**src/rtl/bls_pkg.sv**
```systemverilog
package bls_pkg;

  typedef enum logic [2:0] {
    MODE_PUSH   = 3'd0,
    MODE_POP    = 3'd1,
    MODE_PEEK   = 3'd2,
    MODE_TOP    = 3'd3,
    MODE_BOTTOM = 3'd4
  } mode_e;

  typedef enum logic [1:0] {
    STATUS_OK        = 2'd0,
    STATUS_OVERFLOW  = 2'd1,
    STATUS_UNDERFLOW = 2'd2,
    STATUS_BAD_POS   = 2'd3
  } status_e;

  typedef enum logic {
    CTRL_IDLE = 1'b0,
    CTRL_WAIT = 1'b1
  } ctrl_state_e;

  typedef struct packed {
    logic accept;
    logic load;
  } cmd_t;

  localparam int unsigned ModeWidth   = 3;
  localparam int unsigned ValueWidth  = 32;
  localparam int unsigned PosWidth    = 5;
  localparam int unsigned StatusWidth = 2;
  localparam int unsigned CapWidth    = 5;
  localparam logic [CapWidth-1:0] CapReset = 5'd16;

endpackage

```
**src/rtl/bls_if.sv**
```systemverilog
interface bls_in_if;
  logic                                  valid;
  logic                                  ready;
  logic        [bls_pkg::ModeWidth-1:0]  mode;
  logic signed [bls_pkg::ValueWidth-1:0] push_value;
  logic        [bls_pkg::PosWidth-1:0]   position;

  modport source (output valid, output mode, output push_value, output position, input ready);
  modport sink   (input valid, input mode, input push_value, input position, output ready);
endinterface

interface bls_out_if;
  logic                                   valid;
  logic                                   ready;
  logic signed [bls_pkg::ValueWidth-1:0]  data;
  logic        [bls_pkg::StatusWidth-1:0] status;
  logic                                   is_empty;
  logic                                   is_full;

  modport source (output valid, output data, output status, output is_empty, output is_full,
                  input ready);
  modport sink   (input valid, input data, input status, input is_empty, input is_full,
                  output ready);
endinterface

```
**src/rtl/bls_ram.sv**
```systemverilog
module bls_ram #(
  parameter int unsigned WIDTH = 32,
  parameter int unsigned DEPTH = 16
) (
  input  logic                     clk_i,
  input  logic                     we_i,
  input  logic [$clog2(DEPTH)-1:0] waddr_i,
  input  logic [WIDTH-1:0]         wdata_i,
  input  logic                     re_i,
  input  logic [$clog2(DEPTH)-1:0] raddr_i,
  output logic [WIDTH-1:0]         rdata_o
);

  logic [WIDTH-1:0] mem_q [DEPTH];
  logic [WIDTH-1:0] rdata_q;

  always_ff @(posedge clk_i) begin
    if (we_i) begin
      mem_q[waddr_i] <= wdata_i;
    end
    if (re_i) begin
      rdata_q <= mem_q[raddr_i];
    end
  end

  assign rdata_o = rdata_q;

endmodule

```
**src/rtl/bls_ctrl.sv**
```systemverilog
module bls_ctrl (
  input  logic          clk_i,
  input  logic          rst_ni,
  input  logic          in_valid_i,
  output logic          in_ready_o,
  output logic          out_valid_o,
  input  logic          out_ready_i,
  output bls_pkg::cmd_t cmd_o
);

  bls_pkg::ctrl_state_e state_q, state_d;
  logic                 out_valid_q, out_valid_d;

  always_ff @(posedge clk_i or negedge rst_ni) begin
    if (!rst_ni) begin
      state_q     <= bls_pkg::CTRL_IDLE;
      out_valid_q <= 1'b0;
    end else begin
      state_q     <= state_d;
      out_valid_q <= out_valid_d;
    end
  end

  always_comb begin
    state_d      = state_q;
    in_ready_o   = 1'b0;
    cmd_o.accept = 1'b0;
    cmd_o.load   = 1'b0;
    out_valid_d  = out_valid_q && !out_ready_i;
    unique case (state_q)
      bls_pkg::CTRL_IDLE: begin
        in_ready_o   = 1'b1;
        cmd_o.accept = in_valid_i;
        if (in_valid_i) begin
          state_d = bls_pkg::CTRL_WAIT;
        end
      end
      bls_pkg::CTRL_WAIT: begin
        if (!out_valid_q || out_ready_i) begin
          cmd_o.load  = 1'b1;
          out_valid_d = 1'b1;
          state_d     = bls_pkg::CTRL_IDLE;
        end
      end
      default: begin
        state_d = bls_pkg::CTRL_IDLE;
      end
    endcase
  end

  assign out_valid_o = out_valid_q;

endmodule

```
**src/rtl/bls_datapath.sv**
```systemverilog
module bls_datapath #(
  parameter int unsigned DEPTH      = 16,
  parameter int unsigned DATA_WIDTH = 32
) (
  input  logic                                  clk_i,
  input  logic                                  rst_ni,
  input  bls_pkg::cmd_t                         cmd_i,
  input  logic                                  cfg_we_i,
  input  logic        [bls_pkg::CapWidth-1:0]   cfg_wdata_i,
  input  logic        [bls_pkg::ModeWidth-1:0]  mode_i,
  input  logic signed [bls_pkg::ValueWidth-1:0] push_value_i,
  input  logic        [bls_pkg::PosWidth-1:0]   position_i,
  output logic signed [bls_pkg::ValueWidth-1:0] data_o,
  output logic        [bls_pkg::StatusWidth-1:0] status_o,
  output logic                                  is_empty_o,
  output logic                                  is_full_o
);

  localparam int unsigned AW   = (DEPTH > 1) ? $clog2(DEPTH) : 1;
  localparam int unsigned FW   = $clog2(DEPTH + 1);
  localparam int unsigned CMPW = (FW > bls_pkg::CapWidth) ? FW : bls_pkg::CapWidth;
  localparam int unsigned VW   = bls_pkg::ValueWidth;
  localparam logic [CMPW-1:0] DepthC = CMPW'(DEPTH);
  localparam logic [CMPW-1:0] OneC   = CMPW'(1);

  logic [bls_pkg::CapWidth-1:0] cap_q;
  logic [FW-1:0]                fill_q, fill_d;
  logic                         use_ram_q, use_ram_d;
  logic [VW-1:0]                const_q, const_d;
  bls_pkg::status_e             status_q, status_d;
  logic                         empty_q, full_q;

  logic [VW-1:0]                data_out_q;
  logic [bls_pkg::StatusWidth-1:0] status_out_q;
  logic                         empty_out_q, full_out_q;

  logic [CMPW-1:0]       cap_ext, cap_eff, fill_ext, fill_new_ext, pos_ext;
  logic                  full_now;
  logic                  ram_we, ram_re;
  logic [AW-1:0]         ram_waddr, ram_raddr;
  logic [DATA_WIDTH-1:0] ram_wdata, ram_rdata;
  logic [63:0]           push_wide, rdata_wide, mask_wide;

  assign cap_ext      = CMPW'(cap_q);
  assign cap_eff      = (cap_q == '0) ? OneC : ((cap_ext > DepthC) ? DepthC : cap_ext);
  assign fill_ext     = CMPW'(fill_q);
  assign fill_new_ext = CMPW'(fill_d);
  assign pos_ext      = CMPW'(position_i);
  assign full_now     = fill_ext >= cap_eff;

  assign push_wide = 64'(unsigned'(push_value_i));
  assign ram_wdata = push_wide[DATA_WIDTH-1:0];
  assign mask_wide = 64'({DATA_WIDTH{1'b1}});

  always_comb begin
    fill_d    = fill_q;
    use_ram_d = 1'b0;
    const_d   = '0;
    status_d  = bls_pkg::STATUS_OK;
    ram_we    = 1'b0;
    ram_re    = 1'b0;
    ram_waddr = fill_q[AW-1:0];
    ram_raddr = '0;
    unique case (bls_pkg::mode_e'(mode_i))
      bls_pkg::MODE_PUSH: begin
        if (full_now) begin
          status_d = bls_pkg::STATUS_OVERFLOW;
        end else begin
          ram_we = cmd_i.accept;
          fill_d = fill_q + FW'(1);
        end
      end
      bls_pkg::MODE_POP: begin
        if (fill_q == '0) begin
          status_d = bls_pkg::STATUS_UNDERFLOW;
          const_d  = mask_wide[VW-1:0];
        end else begin
          fill_d    = fill_q - FW'(1);
          ram_re    = cmd_i.accept;
          use_ram_d = 1'b1;
          ram_raddr = fill_d[AW-1:0];
        end
      end
      bls_pkg::MODE_PEEK: begin
        if (position_i == '0 || pos_ext > fill_ext) begin
          status_d = bls_pkg::STATUS_BAD_POS;
        end else begin
          ram_re    = cmd_i.accept;
          use_ram_d = 1'b1;
          ram_raddr = AW'(fill_ext - pos_ext);
        end
      end
      bls_pkg::MODE_TOP: begin
        if (fill_q == '0) begin
          status_d = bls_pkg::STATUS_UNDERFLOW;
        end else begin
          ram_re    = cmd_i.accept;
          use_ram_d = 1'b1;
          ram_raddr = AW'(fill_ext - OneC);
        end
      end
      bls_pkg::MODE_BOTTOM: begin
        if (fill_q == '0) begin
          status_d = bls_pkg::STATUS_UNDERFLOW;
        end else begin
          ram_re    = cmd_i.accept;
          use_ram_d = 1'b1;
        end
      end
      default: begin
      end
    endcase
  end

  bls_ram #(
    .WIDTH (DATA_WIDTH),
    .DEPTH (DEPTH)
  ) u_ram (
    .clk_i   (clk_i),
    .we_i    (ram_we),
    .waddr_i (ram_waddr),
    .wdata_i (ram_wdata),
    .re_i    (ram_re),
    .raddr_i (ram_raddr),
    .rdata_o (ram_rdata)
  );

  assign rdata_wide = 64'(ram_rdata);

  always_ff @(posedge clk_i or negedge rst_ni) begin
    if (!rst_ni) begin
      cap_q  <= bls_pkg::CapReset;
      fill_q <= '0;
    end else begin
      if (cfg_we_i) begin
        cap_q <= cfg_wdata_i;
      end
      if (cmd_i.accept) begin
        fill_q <= fill_d;
      end
    end
  end

  always_ff @(posedge clk_i) begin
    if (cmd_i.accept) begin
      use_ram_q <= use_ram_d;
      const_q   <= const_d;
      status_q  <= status_d;
      empty_q   <= (fill_d == '0);
      full_q    <= (fill_new_ext >= cap_eff);
    end
    if (cmd_i.load) begin
      data_out_q   <= use_ram_q ? rdata_wide[VW-1:0] : const_q;
      status_out_q <= status_q;
      empty_out_q  <= empty_q;
      full_out_q   <= full_q;
    end
  end

  assign data_o     = signed'(data_out_q);
  assign status_o   = status_out_q;
  assign is_empty_o = empty_out_q;
  assign is_full_o  = full_out_q;

endmodule

```
**src/rtl/bounded_lifo_stack.sv**
```systemverilog
// Channel    Direction  Payload                              Handshake
// in_i       sink       mode, push_value, position           valid / ready
// out_o      source     data, status, is_empty, is_full      valid / ready
// cfg        write      cfg_wdata_i (capacity)               cfg_we_i
//
// Each request runs in order: the memory access and fill update in the cycle of
// acceptance, then the registered memory read loads the result register.
// A new request is taken while an earlier result still waits in the output register.
// A stalled output holds the second request in its wait state until the slot frees.
// Reset clears the fill level and sets the capacity to sixteen; the entries are not cleared.
module bounded_lifo_stack #(
  parameter int unsigned DEPTH      = 16,
  parameter int unsigned DATA_WIDTH = 32
) (
  input  logic                          clk_i,
  input  logic                          rst_ni,
  input  logic                          cfg_we_i,
  input  logic [bls_pkg::CapWidth-1:0]  cfg_wdata_i,
  bls_in_if.sink                        in_i,
  bls_out_if.source                     out_o
);

  bls_pkg::cmd_t cmd;
  logic          in_ready, out_valid;

  bls_ctrl u_ctrl (
    .clk_i       (clk_i),
    .rst_ni      (rst_ni),
    .in_valid_i  (in_i.valid),
    .in_ready_o  (in_ready),
    .out_valid_o (out_valid),
    .out_ready_i (out_o.ready),
    .cmd_o       (cmd)
  );

  bls_datapath #(
    .DEPTH      (DEPTH),
    .DATA_WIDTH (DATA_WIDTH)
  ) u_datapath (
    .clk_i        (clk_i),
    .rst_ni       (rst_ni),
    .cmd_i        (cmd),
    .cfg_we_i     (cfg_we_i),
    .cfg_wdata_i  (cfg_wdata_i),
    .mode_i       (in_i.mode),
    .push_value_i (in_i.push_value),
    .position_i   (in_i.position),
    .data_o       (out_o.data),
    .status_o     (out_o.status),
    .is_empty_o   (out_o.is_empty),
    .is_full_o    (out_o.is_full)
  );

  assign in_i.ready  = in_ready;
  assign out_o.valid = out_valid;

  a_busy_after_accept: assert property (@(posedge clk_i) disable iff (!rst_ni)
    in_i.valid && in_i.ready |=> !in_i.ready)
    else $error("Request accepted while the previous one was still in progress.");

  a_result_follows_work: assert property (@(posedge clk_i) disable iff (!rst_ni)
    $rose(out_o.valid) |-> $past(!in_i.ready))
    else $error("Result appeared without a request in progress.");

  a_flags_exclusive: assert property (@(posedge clk_i) disable iff (!rst_ni)
    out_o.valid |-> !(out_o.is_empty && out_o.is_full))
    else $error("Result reports a stack that is both empty and full.");

  a_overflow_full: assert property (@(posedge clk_i) disable iff (!rst_ni)
    out_o.valid && (out_o.status == bls_pkg::STATUS_OVERFLOW) |-> out_o.is_full)
    else $error("Overflow reported on a stack that is not full.");

endmodule

```
**src/flat_wrapper.sv**
```systemverilog
// flat-port wrapper written by rule: the top's interface ports become plain ports
module bounded_lifo_stack_flat 
#(
  parameter int unsigned DEPTH      = 16,
  parameter int unsigned DATA_WIDTH = 32
)
  (clk_i, rst_ni, cfg_we_i, cfg_wdata_i, in_i_valid, in_i_mode, in_i_push_value, in_i_position, in_i_ready, out_o_valid, out_o_data, out_o_status, out_o_is_empty, out_o_is_full, out_o_ready);
  bls_in_if in_i_i ();
  bls_out_if out_o_i ();
  input  logic clk_i;
  input  logic rst_ni;
  input  logic cfg_we_i;
  input  logic [bls_pkg::CapWidth-1:0] cfg_wdata_i;
  input wire logic [$bits(in_i_i.valid)-1:0] in_i_valid;
  input wire logic [$bits(in_i_i.mode)-1:0] in_i_mode;
  input wire logic [$bits(in_i_i.push_value)-1:0] in_i_push_value;
  input wire logic [$bits(in_i_i.position)-1:0] in_i_position;
  output wire logic [$bits(in_i_i.ready)-1:0] in_i_ready;
  output wire logic [$bits(out_o_i.valid)-1:0] out_o_valid;
  output wire logic [$bits(out_o_i.data)-1:0] out_o_data;
  output wire logic [$bits(out_o_i.status)-1:0] out_o_status;
  output wire logic [$bits(out_o_i.is_empty)-1:0] out_o_is_empty;
  output wire logic [$bits(out_o_i.is_full)-1:0] out_o_is_full;
  input wire logic [$bits(out_o_i.ready)-1:0] out_o_ready;
  assign in_i_i.valid = in_i_valid;
  assign in_i_i.mode = in_i_mode;
  assign in_i_i.push_value = in_i_push_value;
  assign in_i_i.position = in_i_position;
  assign in_i_ready = in_i_i.ready;
  assign out_o_valid = out_o_i.valid;
  assign out_o_data = out_o_i.data;
  assign out_o_status = out_o_i.status;
  assign out_o_is_empty = out_o_i.is_empty;
  assign out_o_is_full = out_o_i.is_full;
  assign out_o_i.ready = out_o_ready;
  bounded_lifo_stack #(.DEPTH(DEPTH), .DATA_WIDTH(DATA_WIDTH)) u_core (.clk_i(clk_i), .rst_ni(rst_ni), .cfg_we_i(cfg_we_i), .cfg_wdata_i(cfg_wdata_i), .in_i(in_i_i), .out_o(out_o_i));
endmodule
```
**config.mk**
```make
export PLATFORM = sky130hd
export DESIGN_NAME = bounded_lifo_stack_flat
export DESIGN_NICKNAME = d
export VERILOG_FILES = /design/src/rtl/bls_pkg.sv /design/src/rtl/bls_if.sv /design/src/rtl/bls_ram.sv /design/src/rtl/bls_ctrl.sv /design/src/rtl/bls_datapath.sv /design/src/rtl/bounded_lifo_stack.sv /design/src/flat_wrapper.sv
export SDC_FILE = /design/constraint.sdc
export NUM_CORES = 1
export LEC_CHECK = 0
export BUFFER_PORTS_ARGS = -buffer_cell sky130_fd_sc_hd__buf_4
export CAP_MARGIN = 20
export CORE_AREA = 2 2 287 289
export DETAILED_ROUTE_END_ITERATION = 6
export DIE_AREA = 0 0 289 291
export GPL_TIMING_DRIVEN = 0
export SYNTH_ARGS = -nofsm -noshare
export SYNTH_HDL_FRONTEND = slang
export SYNTH_SLANG_ARGS = --single-unit
```
**constraint.sdc**
```tcl
create_clock -name clk_i -period 14.25 [get_ports clk_i]
set_input_delay 2.85 -clock clk_i [delete_from_list [all_inputs] [get_ports clk_i]]
set_output_delay 2.85 -clock clk_i [all_outputs]
set_load 0.005 [all_outputs]
```
==> metrics.md <==
| Metric | Value |
|---|---|
| Final worst slack | `8.36 ns` |
| Setup Viol. Count Final | `0` |
| Startpoint Class | `input pin` |
| Setup TNS | `0 ns` |
| Vias in the first global route | `about 15,000` |
| Root Buffer | `clkbuf_16` |
| Synth Instances | `1,762` |
| Crit path max-delay family | `compound AO/OA/AOI/OAI gates` |
| Clock skew | `0.0319 ns` |
| CP required | `approximately 15 ns` |
| DRC Markers | `0` |
| Nets | `a little over 2,000` |
| Clk_lat worst skew | `0.65 ns` |
| Fin crit share | `between 40% and 50%` |
| DR WL met3 | `4.80 mm` |
| Num rows | `105` |
| Met2 WL | `33.1 mm` |
| M1 WL | `27.2 mm` |
| Outcome | `complete, no violations` |
| Tmin final | `5.89 ns` |
| Final Hold Vio Count | `0` |
| Flops & latches, synth | `between 500 and 600` |
| Final HPWL DP | `45.8 mm` |
| Hold crit path type | `flip-flop to flip-flop` |
| Core Region | `81,200 um^2` |
| Max layer used | `met4` |
| Critical Path AT | `between 6 and 7 ns` |
| Worst setup path class | `input pin to flip-flop` |
| EDFF count, synth | `slightly below 600` |
| Ys async rst share | `2.01%` |
| Synthesized area per cell | `13.7 um^2` |
| Main synth FF type | `edfxtp_1` |
| Reg2Reg Capture Point | `u_core.u_datapath.u_ram.rdata_o[24]` |
| Clock slew at reported path FFs | `0.06 ns` |
| Post-CTS Hold Buffers | `0` |
| CP Max Fanout | `10` |
| Worst hold start | `u_core.u_datapath.full_q` |
| Fraction of layout cells with a size suffix above 1 | `14.3%` |
| Post-Route WL | `approximately 67 mm` |
| Pre-CTS setup slack | `7.67 ns` |
| Antenna violations before repair | `0` |
| DR WL/cell | `22.0 um` |
| Worst stage delay on the critical path | `0.63 ns` |
| Clock Sinks | `between 500 and 600` |
| First-pass GRT wire length | `about 100 mm` |
| Ys Warns | `0` |
| Largest cells by area after synthesis | `edfxtp_1 (73%), nand2_1 (8.4%), a311o_1 (2.6%), o211ai_1 (2.1%), a211oi_1 (2.0%)` |
| CTS tree | `built` |
| Pins Over Slew Limit | `0` |
| Total track usage | `15.8%` |
| Routability cong. | `0.828` |
| DR iter-0 viols | `1,615` |
| Initial Utilization | `29.8%` |
| Crit path capture type | `flip-flop` |
| Syn Nets | `1,836` |
| Largest net degree at the start of global routing | `24` |
| Library cells used by synthesis | `54` |
| Die height | `291 um` |
| Reg2Reg Setup Slack | `9.69 ns` |
| Buffers and inverters on the worst path | `4` |
| First-pass detailed-route iteration total | `6` |
| Worst-Margin Slew | `0.869 ns` |
| Cells along the critical path | `buf_4, inv_1, ha_1, a211o_1, a221oi_4, o21ai_1, o22ai_2, buf_2, buf_1, nand3_1, o211ai_1, nand4_1` |
| CTS H-tree lvls | `2` |
| Sequential fraction of the synthesis area | `74.0%` |
| Worst slew margin | `41.8%` |
| Area overhead of the layout relative to synthesis | `18.9%` |
| Via count | `roughly 15,000` |
| Antenna Nets Post-Route | `0` |
| RSZ-0062 raised after global routing | `no` |
| Power Dens Cells | `between 150 and 200 nW/um^2` |
| Via-per-instance ratio | `5.01` |
| Hold Path Stages | `0` |
| R2r worst-path depth | `12` |
| Slowest CP cell | `buf_1` |
| Worst Hold End | `u_core.u_datapath.is_full_o` |
| # Max-Cap Violations | `0` |
| I/O Buffers | `86` |
| # diodes | `0` |
| Total clock buffers created by CTS | `60` |
| Max Root-Sink Buffers | `3` |
| Maximum VDD drop | `0.0000991 V` |
| Setup bufs post-CTS | `0` |
| Die area | `84,100 um^2` |
| Reg2reg start | `u_core.u_datapath.fill_ext[3]` |
| Synth top area share | `72.8%` |
| Resize count post-CTS | `0` |
| Die width | `289 um` |
| Max Clock Freq | `170 MHz` |
| Synthesized area | `24,200 um^2` |
| # IOs | `88` |
| Leading area contributor after synthesis | `edfxtp_1` |
| Total grt overflow | `0` |
| Leakage | `0.00983 uW` |
[cells by family after synthesis]
logic type                 Yosys count  share of synthesized area, %
xor gates and xnor gates             3                         0.109
and+or+nand+nor                    759                          13.5
adders and majority gates           25                          1.31
buffers and inverters              123                          2.41
DFF                                598                          74.0
muxes                                8                         0.362
AOI/OAI and AO/OA                  246                          8.30
[how the worst max path moves through the flow]
stage,from,end,slack [ns],depth (start not counted)
after floorplan,in_i_mode[2],u_core.u_datapath.u_ram.mem_q[2][0],7.76,5
after global placement,in_i_mode[2],u_core.u_datapath.u_ram.mem_q[0][17],5.00,6
after detailed placement,in_i_position[2],u_core.u_datapath.u_ram.rdata_o[24],7.67,12
after CTS,in_i_position[2],u_core.u_datapath.u_ram.rdata_o[24],8.32,12
after global routing,in_i_position[2],u_core.u_datapath.u_ram.rdata_o[24],8.21,12
final,in_i_position[2],u_core.u_datapath.u_ram.rdata_o[24],8.36,12
[worst register-to-register path, stage by stage, from the launching register on]
cell and delay, ns:
dfrtp_1 0.47, clkbuf_1 0.47, inv_1 0.22, ha_1 0.37, o21a_1 0.22, a221oi_4 0.38, o21ai_1 0.17, o22ai_2 0.39
buf_2 0.42, buf_1 0.64, nand3_1 0.15, o211ai_1 0.18, nand4_1 0.19
[cells in the mapped netlist, drive strengths merged (2+ instances only)]
cell type	count
inv	17
clkbuf	59
nand2b	5
o22ai	2
nor4	2
and4	2
nand2	538
edfxtp	586
o21a	3
o211ai	68
mux2	6
a211oi	67
and3	2
nor2	26
nor3	10
nor2b	4
ha	23
a21o	5
o21bai	2
o221ai	2
buf	47
a311o	64
a22oi	2
mux2i	2
nand3	67
xnor2	3
a21oi	9
and2	68
a31o	2
dfrtp	11
o21ai	13
nand4	32
[placed cells by master (no fill, tap or decap), types with 14 or more instances in the layout]
cell type | Yosys | layout
ha_1 | 23 | 23
edfxtp_1 | 586 | 586
a211oi_1 | 65 | 65
a311o_1 | 64 | 64
and2_1 | 68 | 67
nand4_1 | 32 | 32
clkbuf_16 | 0 | 60
nand3_1 | 67 | 67
clkbuf_1 | 59 | 74
buf_2 | 24 | 24
o211ai_1 | 68 | 68
buf_6 | 5 | 16
nand2_1 | 538 | 538
buf_4 | 14 | 101
inv_1 | 16 | 16
nor2_1 | 26 | 14
[area by class of cell]
cell class | instances | area [um^2]
repair buffers | 113 | 1100
flip-flops and latches | 598 | 17900
well taps | 1070 | 1340
plain buffers | 106 | 518
clock buffers | 76 | 1570
fillers | 7738 | 52400
inverters | 17 | 63.8
multi-input cells | 1041 | 5810
clock inverters | 36 | 453
[state kept, by name, indices dropped and copies added (netlist names), 2 cells and up]
name / flops
u_core.u_datapath.u_ram.mem_q: 512
u_core.u_datapath.data_o: 32
u_core.u_datapath.u_ram.rdata_o: 32
u_core.u_datapath.cap_ext: 5
u_core.u_datapath.fill_ext: 5
u_core.u_datapath.status_o: 2
u_core.u_datapath.status_q: 2
[report_power, final]
group          internal (uW)  switching (uW)  leakage (uW)
clock network            947             680      0.000979
logic                    341             793       0.00341
registers               2010            27.0       0.00544
total                   3300            1500       0.00983
[metal layers]
layer  track usage [%]  up-vias
li1                  -     6903
met1              20.5     7690
met2              26.6      617
met3              2.69      115
met4              5.31        0
met5                 0        -
[stage by stage]
stage          instances  instance area, um^2  util, %  power, uW  hold WS (ns)
3_3_place_gp        2918                26200     32.2       3180         0.407
2_1_floorplan       1762                24200        -       2730         0.400
6_report            3057                28800     35.4       4800         0.417
5_1_grt             3057                28800     35.4       4990         0.436
4_1_cts             3057                28800     35.4       4830         0.419
3_5_place_dp        2945                26700     32.9       3210         0.405
Note: power is estimated with default switching activity, not from simulation.
